**config.mk**
```make
export PLATFORM = sky130hd
export DESIGN_NAME = threshold_crossing_interpolator_flat
export DESIGN_NICKNAME = d
export VERILOG_FILES = /design/src/tci_pkg.sv /design/src/tci_if.sv /design/src/threshold_crossing_interpolator.sv /design/src/tci_ctrl.sv /design/src/tci_datapath.sv /design/src/flat_wrapper.sv
export VERILOG_INCLUDE_DIRS = /design/src /design/src/src
export SDC_FILE = /design/constraint.sdc
export NUM_CORES = 1
export LEC_CHECK = 0
export BUFFER_PORTS_ARGS = -buffer_cell sky130_fd_sc_hd__buf_2
export CAP_MARGIN = 5
export CORE_ASPECT_RATIO = 0.75
export CORE_MARGIN = 10
export CORE_UTILIZATION = 35
export DETAILED_ROUTE_END_ITERATION = 8
export PLACE_DENSITY = 0.54
export SYNTH_ARGS = -nofsm -noshare
export SYNTH_HDL_FRONTEND = slang
export SYNTH_SLANG_ARGS = --single-unit
```
**constraint.sdc**
```tcl
create_clock -name clk -period 7.4 [get_ports clk]
set_input_delay 1.11 -clock clk [delete_from_list [all_inputs] [get_ports clk]]
set_output_delay 1.11 -clock clk [all_outputs]
set_load 0.03 [all_outputs]
```
**src/threshold_crossing_interpolator_assert.svh**
```systemverilog
// assertion macros for the level crossing block
`ifndef THRESHOLD_CROSSING_INTERPOLATOR_ASSERT_SVH
`define THRESHOLD_CROSSING_INTERPOLATOR_ASSERT_SVH

// same-cycle implication
`define TCI_ASSERT_IMPL(name, ck, rs, ante, cons, msg) \
  name: assert property (@(posedge ck) disable iff (rs) (ante) |-> (cons)) \
    else $error(msg);

// next-cycle implication
`define TCI_ASSERT_NEXT(name, ck, rs, ante, cons, msg) \
  name: assert property (@(posedge ck) disable iff (rs) (ante) |=> (cons)) \
    else $error(msg);

`endif

```
**src/tci_pkg.sv**
```systemverilog
package tci_pkg;

  // threshold after reset, 1.0 in q16.16
  localparam int unsigned THRESHOLD_RESET = 65536;

  // controller to datapath
  typedef struct packed {
    logic accept;
    logic mul_step;
    logic div_step;
    logic finish;
  } tci_cmd_t;

  // datapath to controller
  typedef struct packed {
    logic hit;
    logic iter_last;
  } tci_status_t;

endpackage

```
**src/tci_if.sv**
```systemverilog
// sample channel
interface tci_in_if #(parameter int DATA_WIDTH = 32) ();
  logic                         valid;
  logic                         ready;
  logic        [DATA_WIDTH-1:0] x_value;
  logic signed [DATA_WIDTH-1:0] y_value;
  logic                         last_sample;

  modport source (output valid, output x_value, output y_value, output last_sample,
                  input ready);
  modport sink (input valid, input x_value, input y_value, input last_sample,
                output ready);
endinterface

// result channel
interface tci_out_if #(parameter int DATA_WIDTH = 32) ();
  logic                  valid;
  logic                  ready;
  logic [DATA_WIDTH-1:0] crossing_x;
  logic                  found;

  modport source (output valid, output crossing_x, output found, input ready);
  modport sink (input valid, input crossing_x, input found, output ready);
endinterface

```
**src/threshold_crossing_interpolator.sv**
```systemverilog
// a sample with no crossing does not hold off the next; the not-found result of a sweep is registered and
// shown in the cycle after its last sample is taken; a crossing sample holds off the next sample until done:
//   a shift-add multiply and a restoring divide, one bit per cycle each, then the result
// throughput: one sample per cycle outside that interpolation, while the result slot is not stalled
// synchronous rst clears the sweep state and the result slot, threshold returns to 1.0
`include "threshold_crossing_interpolator_assert.svh"

module threshold_crossing_interpolator
  import tci_pkg::*;
#(
  parameter int DATA_WIDTH = 32
) (
  input  logic                  clk,
  input  logic                  rst,
  input  logic                  cfg_we,
  input  logic [DATA_WIDTH-1:0] cfg_data,
  tci_in_if.sink                sample_in,
  tci_out_if.source             result_out
);

  tci_cmd_t    cmd;
  tci_status_t status;
  logic        in_ready;
  logic        out_busy;

  // result slot still holds a beat that is not taken
  assign out_busy        = result_out.valid && !result_out.ready;
  assign sample_in.ready = in_ready;

  tci_ctrl u_ctrl (
    .clk      (clk),
    .rst      (rst),
    .in_valid (sample_in.valid),
    .out_busy (out_busy),
    .status   (status),
    .in_ready (in_ready),
    .cmd      (cmd)
  );

  tci_datapath #(
    .DATA_WIDTH (DATA_WIDTH)
  ) u_datapath (
    .clk         (clk),
    .rst         (rst),
    .cfg_we      (cfg_we),
    .cfg_data    (cfg_data),
    .x_value     (sample_in.x_value),
    .y_value     (sample_in.y_value),
    .last_sample (sample_in.last_sample),
    .out_ready   (result_out.ready),
    .cmd         (cmd),
    .status      (status),
    .out_valid   (result_out.valid),
    .crossing_x  (result_out.crossing_x),
    .found       (result_out.found)
  );

  // no-crossing beats carry a zero abscissa
  `TCI_ASSERT_IMPL(a_notfound_zero, clk, rst, result_out.valid && !result_out.found, result_out.crossing_x == '0, "not-found beat with nonzero abscissa")
  // no sample is taken while interpolating
  `TCI_ASSERT_IMPL(a_busy_no_ready, clk, rst, cmd.mul_step || cmd.div_step || cmd.finish, !in_ready, "sample taken during interpolation")
  // finishing always presents a found beat
  `TCI_ASSERT_NEXT(a_finish_found, clk, rst, cmd.finish, result_out.valid && result_out.found, "interpolation finished without a found beat")

endmodule

```
**src/tci_ctrl.sv**
```systemverilog
module tci_ctrl
  import tci_pkg::*;
(
  input  logic        clk,
  input  logic        rst,
  input  logic        in_valid,
  input  logic        out_busy,
  input  tci_status_t status,
  output logic        in_ready,
  output tci_cmd_t    cmd
);

  typedef enum logic [1:0] {
    S_IDLE,
    S_MUL,
    S_DIV,
    S_FINISH
  } state_t;

  state_t state;

  // samples are taken only when idle and the result slot can take a beat
  assign in_ready = (state == S_IDLE) && !out_busy;

  always_comb begin
    cmd.accept   = in_valid && in_ready;
    cmd.mul_step = (state == S_MUL);
    cmd.div_step = (state == S_DIV);
    cmd.finish   = (state == S_FINISH);
  end

  // sequencer: multiply then divide, one bit per cycle each, then a finish state
  always_ff @(posedge clk) begin
    if (rst) begin
      state <= S_IDLE;
    end else begin
      case (state)
        S_IDLE: begin
          if (cmd.accept && status.hit) state <= S_MUL;
        end
        S_MUL: begin
          if (status.iter_last) state <= S_DIV;
        end
        S_DIV: begin
          if (status.iter_last) state <= S_FINISH;
        end
        S_FINISH: begin
          state <= S_IDLE;
        end
        default: begin
          state <= S_IDLE;
        end
      endcase
    end
  end

endmodule

```
**src/tci_datapath.sv**
```systemverilog
module tci_datapath
  import tci_pkg::*;
#(
  parameter int DATA_WIDTH = 32
) (
  input  logic                         clk,
  input  logic                         rst,
  input  logic                         cfg_we,
  input  logic        [DATA_WIDTH-1:0] cfg_data,
  input  logic        [DATA_WIDTH-1:0] x_value,
  input  logic signed [DATA_WIDTH-1:0] y_value,
  input  logic                         last_sample,
  input  logic                         out_ready,
  input  tci_cmd_t                     cmd,
  output tci_status_t                  status,
  output logic                         out_valid,
  output logic        [DATA_WIDTH-1:0] crossing_x,
  output logic                         found
);

  localparam int W  = DATA_WIDTH;
  localparam int CW = $clog2(DATA_WIDTH);
  localparam logic [W-1:0] THRESH_INIT = W'(THRESHOLD_RESET);
  localparam logic [CW-1:0] CNT_LAST = CW'(W - 1);

  logic signed [W-1:0] threshold;
  logic        [W-1:0] previous_x;
  logic signed [W-1:0] previous_y;
  logic                have_previous;
  logic                sweep_done;

  logic signed [W:0]   t_ext;
  logic signed [W:0]   py_ext;
  logic signed [W:0]   y_ext;
  logic signed [W:0]   num_diff;
  logic signed [W:0]   den_diff;
  logic        [W:0]   num_mag;
  logic        [W:0]   den_mag;
  logic                dx_up;
  logic        [W-1:0] dx;
  logic                crosses;

  logic [W:0]    num_r;
  logic [W:0]    den_r;
  logic [W-1:0]  base_x;
  logic          dir_down;
  logic [W+1:0]  acc_hi;
  logic [W-1:0]  acc_lo;
  logic [CW-1:0] cnt;

  logic [W+1:0]  mul_sum;
  logic [W:0]    rem_shift;
  logic          rem_ge;
  logic [W:0]    rem_sub;

  // crossing test against the previous sample
  always_comb begin
    crosses = ((previous_y >= threshold) && (y_value < threshold)) ||
              ((previous_y <= threshold) && (y_value > threshold));
    status.hit = have_previous && !sweep_done && crosses;
    status.iter_last = (cnt == CNT_LAST);
  end

  // interpolation operands: magnitudes and direction
  always_comb begin
    t_ext    = {threshold[W-1], threshold};
    py_ext   = {previous_y[W-1], previous_y};
    y_ext    = {y_value[W-1], y_value};
    num_diff = t_ext - py_ext;
    den_diff = y_ext - py_ext;
    num_mag  = num_diff[W] ? (W+1)'(0) - num_diff : num_diff;
    den_mag  = den_diff[W] ? (W+1)'(0) - den_diff : den_diff;
    dx_up    = (x_value >= previous_x);
    dx       = dx_up ? x_value - previous_x : previous_x - x_value;
  end

  // shift-add multiply and restoring divide steps
  always_comb begin
    mul_sum   = acc_hi + (acc_lo[0] ? {1'b0, num_r} : '0);
    rem_shift = {acc_hi[W-1:0], acc_lo[W-1]};
    rem_ge    = (rem_shift >= den_r);
    rem_sub   = rem_shift - den_r;
  end

  // threshold register
  always_ff @(posedge clk) begin
    if (rst) begin
      threshold <= THRESH_INIT;
    end else if (cfg_we) begin
      threshold <= cfg_data;
    end
  end

  // sweep state
  always_ff @(posedge clk) begin
    if (rst) begin
      previous_x    <= '0;
      previous_y    <= '0;
      have_previous <= 1'b0;
      sweep_done    <= 1'b0;
    end else if (cmd.accept) begin
      if (last_sample) begin
        previous_x    <= '0;
        previous_y    <= '0;
        have_previous <= 1'b0;
        sweep_done    <= 1'b0;
      end else if (!sweep_done) begin
        previous_x    <= x_value;
        previous_y    <= y_value;
        have_previous <= 1'b1;
        if (status.hit) sweep_done <= 1'b1;
      end
    end
  end

  // arithmetic registers
  always_ff @(posedge clk) begin
    if (cmd.accept && status.hit) begin
      num_r    <= num_mag;
      den_r    <= den_mag;
      base_x   <= previous_x;
      dir_down <= !dx_up;
      acc_hi   <= '0;
      acc_lo   <= dx;
    end else if (cmd.mul_step) begin
      acc_hi <= {1'b0, mul_sum[W+1:1]};
      acc_lo <= {mul_sum[0], acc_lo[W-1:1]};
    end else if (cmd.div_step) begin
      acc_hi <= {1'b0, rem_ge ? rem_sub : rem_shift};
      acc_lo <= {acc_lo[W-2:0], rem_ge};
    end
  end

  // bit counter shared by both phases
  always_ff @(posedge clk) begin
    if (rst) begin
      cnt <= '0;
    end else if (cmd.accept && status.hit) begin
      cnt <= '0;
    end else if (cmd.mul_step || cmd.div_step) begin
      cnt <= status.iter_last ? '0 : cnt + 1'b1;
    end
  end

  // result register
  always_ff @(posedge clk) begin
    if (rst) begin
      out_valid <= 1'b0;
    end else if (cmd.finish) begin
      out_valid <= 1'b1;
    end else if (cmd.accept && !sweep_done && !status.hit && last_sample) begin
      out_valid <= 1'b1;
    end else if (out_ready) begin
      out_valid <= 1'b0;
    end
  end

  always_ff @(posedge clk) begin
    if (cmd.finish) begin
      crossing_x <= dir_down ? base_x - acc_lo : base_x + acc_lo;
      found      <= 1'b1;
    end else if (cmd.accept && !sweep_done && !status.hit && last_sample) begin
      crossing_x <= '0;
      found      <= 1'b0;
    end
  end

endmodule

```
**src/flat_wrapper.sv**
```systemverilog
// flat-port wrapper written by rule: the top's interface ports become plain ports
module threshold_crossing_interpolator_flat import tci_pkg::*;
#(
  parameter int DATA_WIDTH = 32
)
  (clk, rst, cfg_we, cfg_data, sample_in_valid, sample_in_x_value, sample_in_y_value, sample_in_last_sample, sample_in_ready, result_out_valid, result_out_crossing_x, result_out_found, result_out_ready);
  tci_in_if #(.DATA_WIDTH(DATA_WIDTH)) sample_in_i ();
  tci_out_if #(.DATA_WIDTH(DATA_WIDTH)) result_out_i ();
  input  logic clk;
  input  logic rst;
  input  logic cfg_we;
  input  logic [DATA_WIDTH-1:0] cfg_data;
  input wire logic [$bits(sample_in_i.valid)-1:0] sample_in_valid;
  input wire logic [$bits(sample_in_i.x_value)-1:0] sample_in_x_value;
  input wire logic [$bits(sample_in_i.y_value)-1:0] sample_in_y_value;
  input wire logic [$bits(sample_in_i.last_sample)-1:0] sample_in_last_sample;
  output wire logic [$bits(sample_in_i.ready)-1:0] sample_in_ready;
  output wire logic [$bits(result_out_i.valid)-1:0] result_out_valid;
  output wire logic [$bits(result_out_i.crossing_x)-1:0] result_out_crossing_x;
  output wire logic [$bits(result_out_i.found)-1:0] result_out_found;
  input wire logic [$bits(result_out_i.ready)-1:0] result_out_ready;
  assign sample_in_i.valid = sample_in_valid;
  assign sample_in_i.x_value = sample_in_x_value;
  assign sample_in_i.y_value = sample_in_y_value;
  assign sample_in_i.last_sample = sample_in_last_sample;
  assign sample_in_ready = sample_in_i.ready;
  assign result_out_valid = result_out_i.valid;
  assign result_out_crossing_x = result_out_i.crossing_x;
  assign result_out_found = result_out_i.found;
  assign result_out_i.ready = result_out_ready;
  threshold_crossing_interpolator #(.DATA_WIDTH(DATA_WIDTH)) u_core (.clk(clk), .rst(rst), .cfg_we(cfg_we), .cfg_data(cfg_data), .sample_in(sample_in_i), .result_out(result_out_i));
endmodule
```
==> flow_metrics.tcl, run 1 <==
set metrics [dict create \
    synth_top_area_share_pct 18.6 \
    crit_type "flip-flop to flip-flop" \
    rsz0062_at_grt "false" \
    gp_routability_congestion 0.935 \
    synth_edf_count 163 \
    wire_per_inst_um 19.2 \
    worst_pin_slew_ps 1040 \
    drtPass1Iterations 7 \
    synth_nets 3573 \
    clk_pin_slew_ps 70 \
    cts_tree "done" \
    ys_ff_latch 303 \
    vias_per_cell 5.45 \
    num_io_pins 137 \
    vias 23269 \
    cts_resized 0 \
    irDropWorstVdd_mv 0.160 \
    dieArea_um2 86700 \
    hold_slack_ps 448 \
    maxSlewHeadroom_pct 30.6 \
    min_period_ps 4930 \
    worst_slack_ps 2470 \
    drc 0 \
    fin_tns_setup_ps 0 \
    cts.sinks 303 \
    status "complete, no violations" \
    synthCells 3197 \
    dp.final_hpwl_um 64900 \
    fmaxAchievable_mhz 203 \
    synth_area_um2 26300 \
    hp-class "flip-flop to flip-flop" \
    root_buffer "clkbuf_16" \
    post-cts-setup-buffers 0 \
    pre_cts_slack_ps 2220 \
    grt_remaining_overflow 0 \
    gr-usage-all-layers_pct 18.2 \
    final_hold_viol_count 0 \
    power_mw 9.91 \
    synthToLayoutAreaGrowth_pct 10.8 \
    cp-end-kind "flip-flop" \
    die_x_um 337 \
    yosysWarnings 0 \
    fin_util_pct 39.0 \
    postCtsHoldBufs 0 \
    synth_area_per_cell_um2 8.24 \
    finalWirelength_um 82200 \
    ys_seq_area_share_pct 29.2 \
    crit_required_ps 7700 \
    fillers 7795 \
    yosysTopAreaCell "edfxtp_1" \
    fin_nets 3640 \
    cp.arrival_ps 5230 \
    design.core.area_um2 74900 \
    cts_buffers 38 \
    fin_crit_sh_pct 66.6 \
    port_buffers 136 \
    setup-violations-final 0 \
    crit_fanout 31 \
    drive_above_1_share_pct 7.81 \
    synth_ff_type "edfxtp_1" \
    finalMaxSlewViolations 0 \
    grt_pass1_wl_um 126000 \
    start_kind "flip-flop" \
    p_leak_nw 12.0 \
    synth_cell_types 89 \
    insertion_delay_ps 590 \
    startpoint "u_core.u_datapath.dir_down" \
    ant_nets 0 \
    rows 87 \
    grt_pass1_vias 21341 \
    die_h_um 258 \
    synth_area_leaders "edfxtp_1, ha_1, dfxtp_1, xnor2_1, a21oi_1" \
    async_flop_share_pct 0 \
    detail_route.iter0.violations 1982 \
    cts_buffer_depth 3 \
    antenna_found_initial 6 \
    htree_levels 2 \
    maxCapViolCount 0 \
    power_density_nw_per_um2 340 \
    start_util_pct 35.2 \
    grt_max_degree 72 \
    worstReg2RegStart "u_core.u_datapath.dir_down" \
    skew_ps 41.9 \
    hp-start "u_core.u_datapath.found" \
]
-- report_power, final --
part | leakage, nW | switching [mW] | total (mW) | internal [mW]
clock network | 0.607 | 0.785 | 1.89 | 1.11
registers | 2.66 | 0.362 | 2.57 | 2.21
logic | 8.73 | 3.30 | 5.44 | 2.15
-- path summary, 6_finish.rpt --
check	end	cells past startpoint	slack [ps]
setup reg to reg	u_core.u_datapath.crossing_x[24]	12	2470
hold / removal	u_core.u_datapath.found	2	450
hold reg to reg	u_core.u_datapath.found	2	450
setup / recovery	u_core.u_datapath.crossing_x[24]	12	2470
-- cell usage in the layout, fill, tap and decap left out, types with 18 or more instances in the layout --
| master | instances |
|---|---|
| xnor2_1 | 175 |
| and3_1 | 22 |
| a21oi_1 | 293 |
| o21ai_0 | 184 |
| o21a_1 | 37 |
| buf_2 | 135 |
| ha_1 | 266 |
| clkbuf_16 | 39 |
| a21o_1 | 105 |
| nand4_1 | 39 |
| o211ai_1 | 30 |
| o31ai_1 | 20 |
| nor2b_1 | 32 |
| o21bai_1 | 40 |
| a211oi_1 | 58 |
| nand2b_1 | 33 |
| nand3_1 | 52 |
| a22oi_1 | 70 |
| xor2_1 | 70 |
| inv_1 | 260 |
| nand2_1 | 192 |
| edfxtp_1 | 163 |
| dfxtp_1 | 140 |
| buf_4 | 18 |
| and2_1 | 57 |
| a31oi_1 | 27 |
| mux2i_1 | 80 |
| nor3_1 | 54 |
| nor2_1 | 360 |
-- worst max-delay path, cell delays in order (launching register included) --
cell	delay (ps)
edfxtp_1	1030
mux2i_1	300
fa_1	490
a21o_1	190
a21oi_1	250
o21ai_0	190
a31o_2	290
a31o_2	250
a2111oi_0	650
nor2_1	220
a311oi_1	560
xnor2_1	180
nor2_1	50
-- layer usage --
metal  routed length (µm)  global-route usage [%]
met5                   41                       0
met4                 1470                    3.83
met3                 6690                    3.94
met2                29300                    23.0
met1                44700                    30.0
-- metrics by stage --
| stage | instances | instance area [µm²] |
|---|---|---|
| 2_1_floorplan | 3197 | 26300 |
| 3_3_place_gp | 4203 | 27900 |
| 3_5_place_dp | 4203 | 27900 |
| 4_1_cts | 4269 | 29200 |
| 5_1_grt | 4270 | 29200 |
| 6_report | 4272 | 29200 |
-- kinds of logic (layout without fill, tap and decap cells) --
family	after synthesis	after routing	synth area share (%)
compound gates	991	991	24.3
simple gates	914	914	16.4
buf+inv	387	480	5.60
flops	303	303	29.2
fa+ha+maj	274	274	13.2
xor+xnor	245	245	8.15
mux	83	83	3.17
other cells	0	3	0
-- Yosys cell counts (80+ instances only) --
library cell and number:
xnor2_1 175, dfxtp_1 140, a21oi_1 293, o21ai_0 185
mux2i_1 80, nor2_1 360, a21o_1 105, inv_1 260
edfxtp_1 163, clkbuf_1 112, nand2_1 192, ha_1 267
-- registers in the layout (all words and copies together) (netlist names) --
signal and cells:
u_core.u_datapath.acc_hi 33, u_core.u_datapath.den_r 33, u_core.u_datapath.num_r 33, u_core.u_datapath.acc_lo 32, u_core.u_datapath.base_x 32, u_core.u_datapath.crossing_x 32, u_core.u_datapath.previous_x 32, u_core.u_datapath.previous_y 32
u_core.u_datapath.threshold 32, u_core.u_datapath.cnt 5, u_core.u_ctrl.state 2, u_core.u_datapath.dir_down 1, u_core.u_datapath.found 1, u_core.u_datapath.have_previous 1, u_core.u_datapath.out_valid 1, u_core.u_datapath.sweep_done 1
-- cell type report --
| class | count | area (µm²) | area share (%) |
|---|---|---|---|
| multi-input combinational | 2507 | 17200 | 59.0 |
| sequential | 303 | 7700 | 26.4 |
| inverter | 261 | 980 | 3.36 |
| tap | 979 | 1220 | 4.20 |
| antenna | 3 | 7.51 | 0.0257 |
| timing repair buffer | 153 | 811 | 2.78 |
| clock inverter | 19 | 221 | 0.759 |
| clock buffer | 47 | 1040 | 3.55 |
Power figures use the tool's default switching activity.
==> run 2: changes to the inputs <==
==> constraint.sdc (replaced) <==
create_clock -name clk -period 4.57 [get_ports clk]
set_input_delay 0.6855 -clock clk [delete_from_list [all_inputs] [get_ports clk]]
set_output_delay 0.6855 -clock clk [all_outputs]
set_load 0.03 [all_outputs]
==> run 2 against run 1 <==
  * Combinational power up 66%
  * Critical path depth rose by 3
  * Sequential power grew 61%
  * Critical endpoint is now u_core.u_datapath.num_r[31]
  * Largest power group unchanged
  * Highest routed layer unchanged
==> flow_metrics.tcl, run 2 (synthesis gave the netlist of run 1 again) <==
set metrics [dict create \
    status "complete, no violations" \
    die_h_um 258 \
    cpMaxStageDelayCell "or4_1" \
    fillers 7731 \
    grt_pass1_wl_um 128000 \
    fin_crit_sh_pct 93.3 \
    cts_buffer_depth 3 \
    design.core.area_um2 74900 \
    cp-end-kind "flip-flop" \
    clk_pin_slew_ps 60 \
    port_buffers 136 \
    drive_above_1_share_pct 9.89 \
    cts_buffers 38 \
    fin_nets 3712 \
    cpMostUsedCell "inv_1" \
    switchingPower_mw 7.31 \
    worst_pin_slew_ps 1040 \
    p_leak_nw 12.4 \
    dp.final_hpwl_um 66100 \
    path_delay_family "compound AO/OA/AOI/OAI gates" \
    synthToLayoutAreaGrowth_pct 13.6 \
    crit_chain "inv_1, ha_1, inv_1, fa_1, a211oi_2, o21ai_1, a41oi_1, o21bai_1, a2111oi_1, nor3_1, or4_1, nor2_1, nand2_1, o31ai_1, xnor2_1" \
    vias_per_cell 5.37 \
    fmaxAchievable_mhz 234 \
    dp.cells 4275 \
    pwr-share-clk_pct 19.8 \
    skew_ps 42.3 \
    gr-usage-all-layers_pct 18.5 \
    grt_remaining_overflow 0 \
    pre_cts_slack_ps 1.28 \
    dieArea_um2 86700 \
    start_kind "flip-flop" \
    vias 23347 \
    final_cell_mix "nor2_1, a21oi_1, ha_1" \
    reg_top3 "u_core.u_datapath.acc_hi (33), u_core.u_datapath.den_r (33), u_core.u_datapath.num_r (33)" \
    postCtsHoldBufs 0 \
    crit_fanout 4 \
    stdcell_count 4347 \
    slowest_delay_ps 580 \
    maxSlewHeadroom_pct 30.0 \
    maxCapViolCount 0 \
    drc 0 \
    power_density_nw_per_um2 550 \
    root_buffer "clkbuf_16" \
    cts.sinks 303 \
    pwr-share-comb_pct 55.0 \
    cp.arrival_ps 4570 \
    die_x_um 337 \
    hold_slack_ps 323 \
    setup-violations-final 0 \
    antenna_found_initial 5 \
    insertion_delay_ps 600 \
    htree_levels 2 \
    power_mw 16.5 \
    final_hold_viol_count 0 \
    finalWirelength_um 82900 \
    grt_pass1_vias 21603 \
    grt_max_degree 83 \
    min_period_ps 4260 \
    fin_tns_setup_ps 0 \
    final_common_cell "nor2_1" \
    gp_routability_congestion 0.921 \
    irDropWorstVdd_mv 0.269 \
    num_io_pins 137 \
    drtPass1Iterations 6 \
    wire_per_inst_um 19.1 \
    worst_slack_ps 305 \
    p_seq_share_pct 25.2 \
    p_int_mw 9.15 \
    worst-path-buf-inv 2 \
    start_util_pct 35.2 \
    sw_frac_of_total_pct 44.4 \
    post-cts-setup-buffers 0 \
    hp-class "primary input to flip-flop" \
    crit_required_ps 4870 \
    ant_nets 0 \
    detail_route.iter0.violations 2007 \
    finalMaxSlewViolations 0 \
    cts_tree "done" \
    crit_type "flip-flop to flip-flop" \
    rows 87 \
]
run 2: cell count changes in the layout (fill, tap and decap cells not counted), sizes merged:
cell	before	now
clkinv	11	16
clkbuf	47	46
clkinvlp	4	1
inv	262	263
buf	153	225
diode	3	2
bufinv	3	5
run 2: per-stage QoR:
step,util (%),cell area (µm²)
global route,39.9,29900
CTS,39.9,29900
finish,40.0,29900
global placement,38.1,28600
floorplan,-,26300
detailed placement,38.1,28600
run 2: path summary, 6_finish.rpt:
check                                      start                              end  slack, ps  cells after the start
hold reg to reg          u_core.u_datapath.found          u_core.u_datapath.found        450                      2
setup / recovery  u_core.u_datapath.threshold[0]      u_core.u_datapath.num_r[31]        310                     15
hold / removal                      cfg_data[16]  u_core.u_datapath.threshold[16]        320                      3
setup reg to reg  u_core.u_datapath.threshold[0]      u_core.u_datapath.num_r[31]        310                     15
run 2: layer usage:
layer,track usage [%],vias up,part of all wire [%]
met2,22.6,647,35
met5,0,-,0.016
met3,4.95,68,8.5
met4,3.50,2,1.4
li1,-,11814,-
met1,30.5,10816,55
run 2: power groups by stage:
stage               Combinational, mW  Sequential (mW)  Clock (mW)
floorplan                        6.61             4.01           0
global placement                 8.91             4.17           0
detailed placement               8.88             4.17           0
CTS                              8.94             4.12        3.34
global route                     10.1             4.20        3.44
finish                           9.05             4.15        3.26
run 2: area by class of cell:
type | instances | area [µm²] | share of cell area [%]
multi-input combinational | 2507 | 17200 | 57.6
sequential | 303 | 7700 | 25.7
timing repair buffer | 225 | 1460 | 4.86
tap | 979 | 1220 | 4.09
clock buffer | 46 | 1020 | 3.41
inverter | 261 | 980 | 3.27
clock inverter | 24 | 309 | 1.03
antenna | 2 | 5.00 | 0.0167
run 2: timing repair:
item | CTS | global route
endpoints found under the setup margin | 0 | 44
resized for setup | 0 | 8
endpoints found under the hold margin | 0 | 0
run 2: worst reg2reg max path: cells and delay by family, from the launching register on:
family / cells / cell delay [ps]
flops: 1 / 330
fa+ha+maj: 2 / 660
compound gates: 6 / 1630
buf+inv: 2 / 120
xor+xnor: 1 / 120
simple gates: 4 / 1140
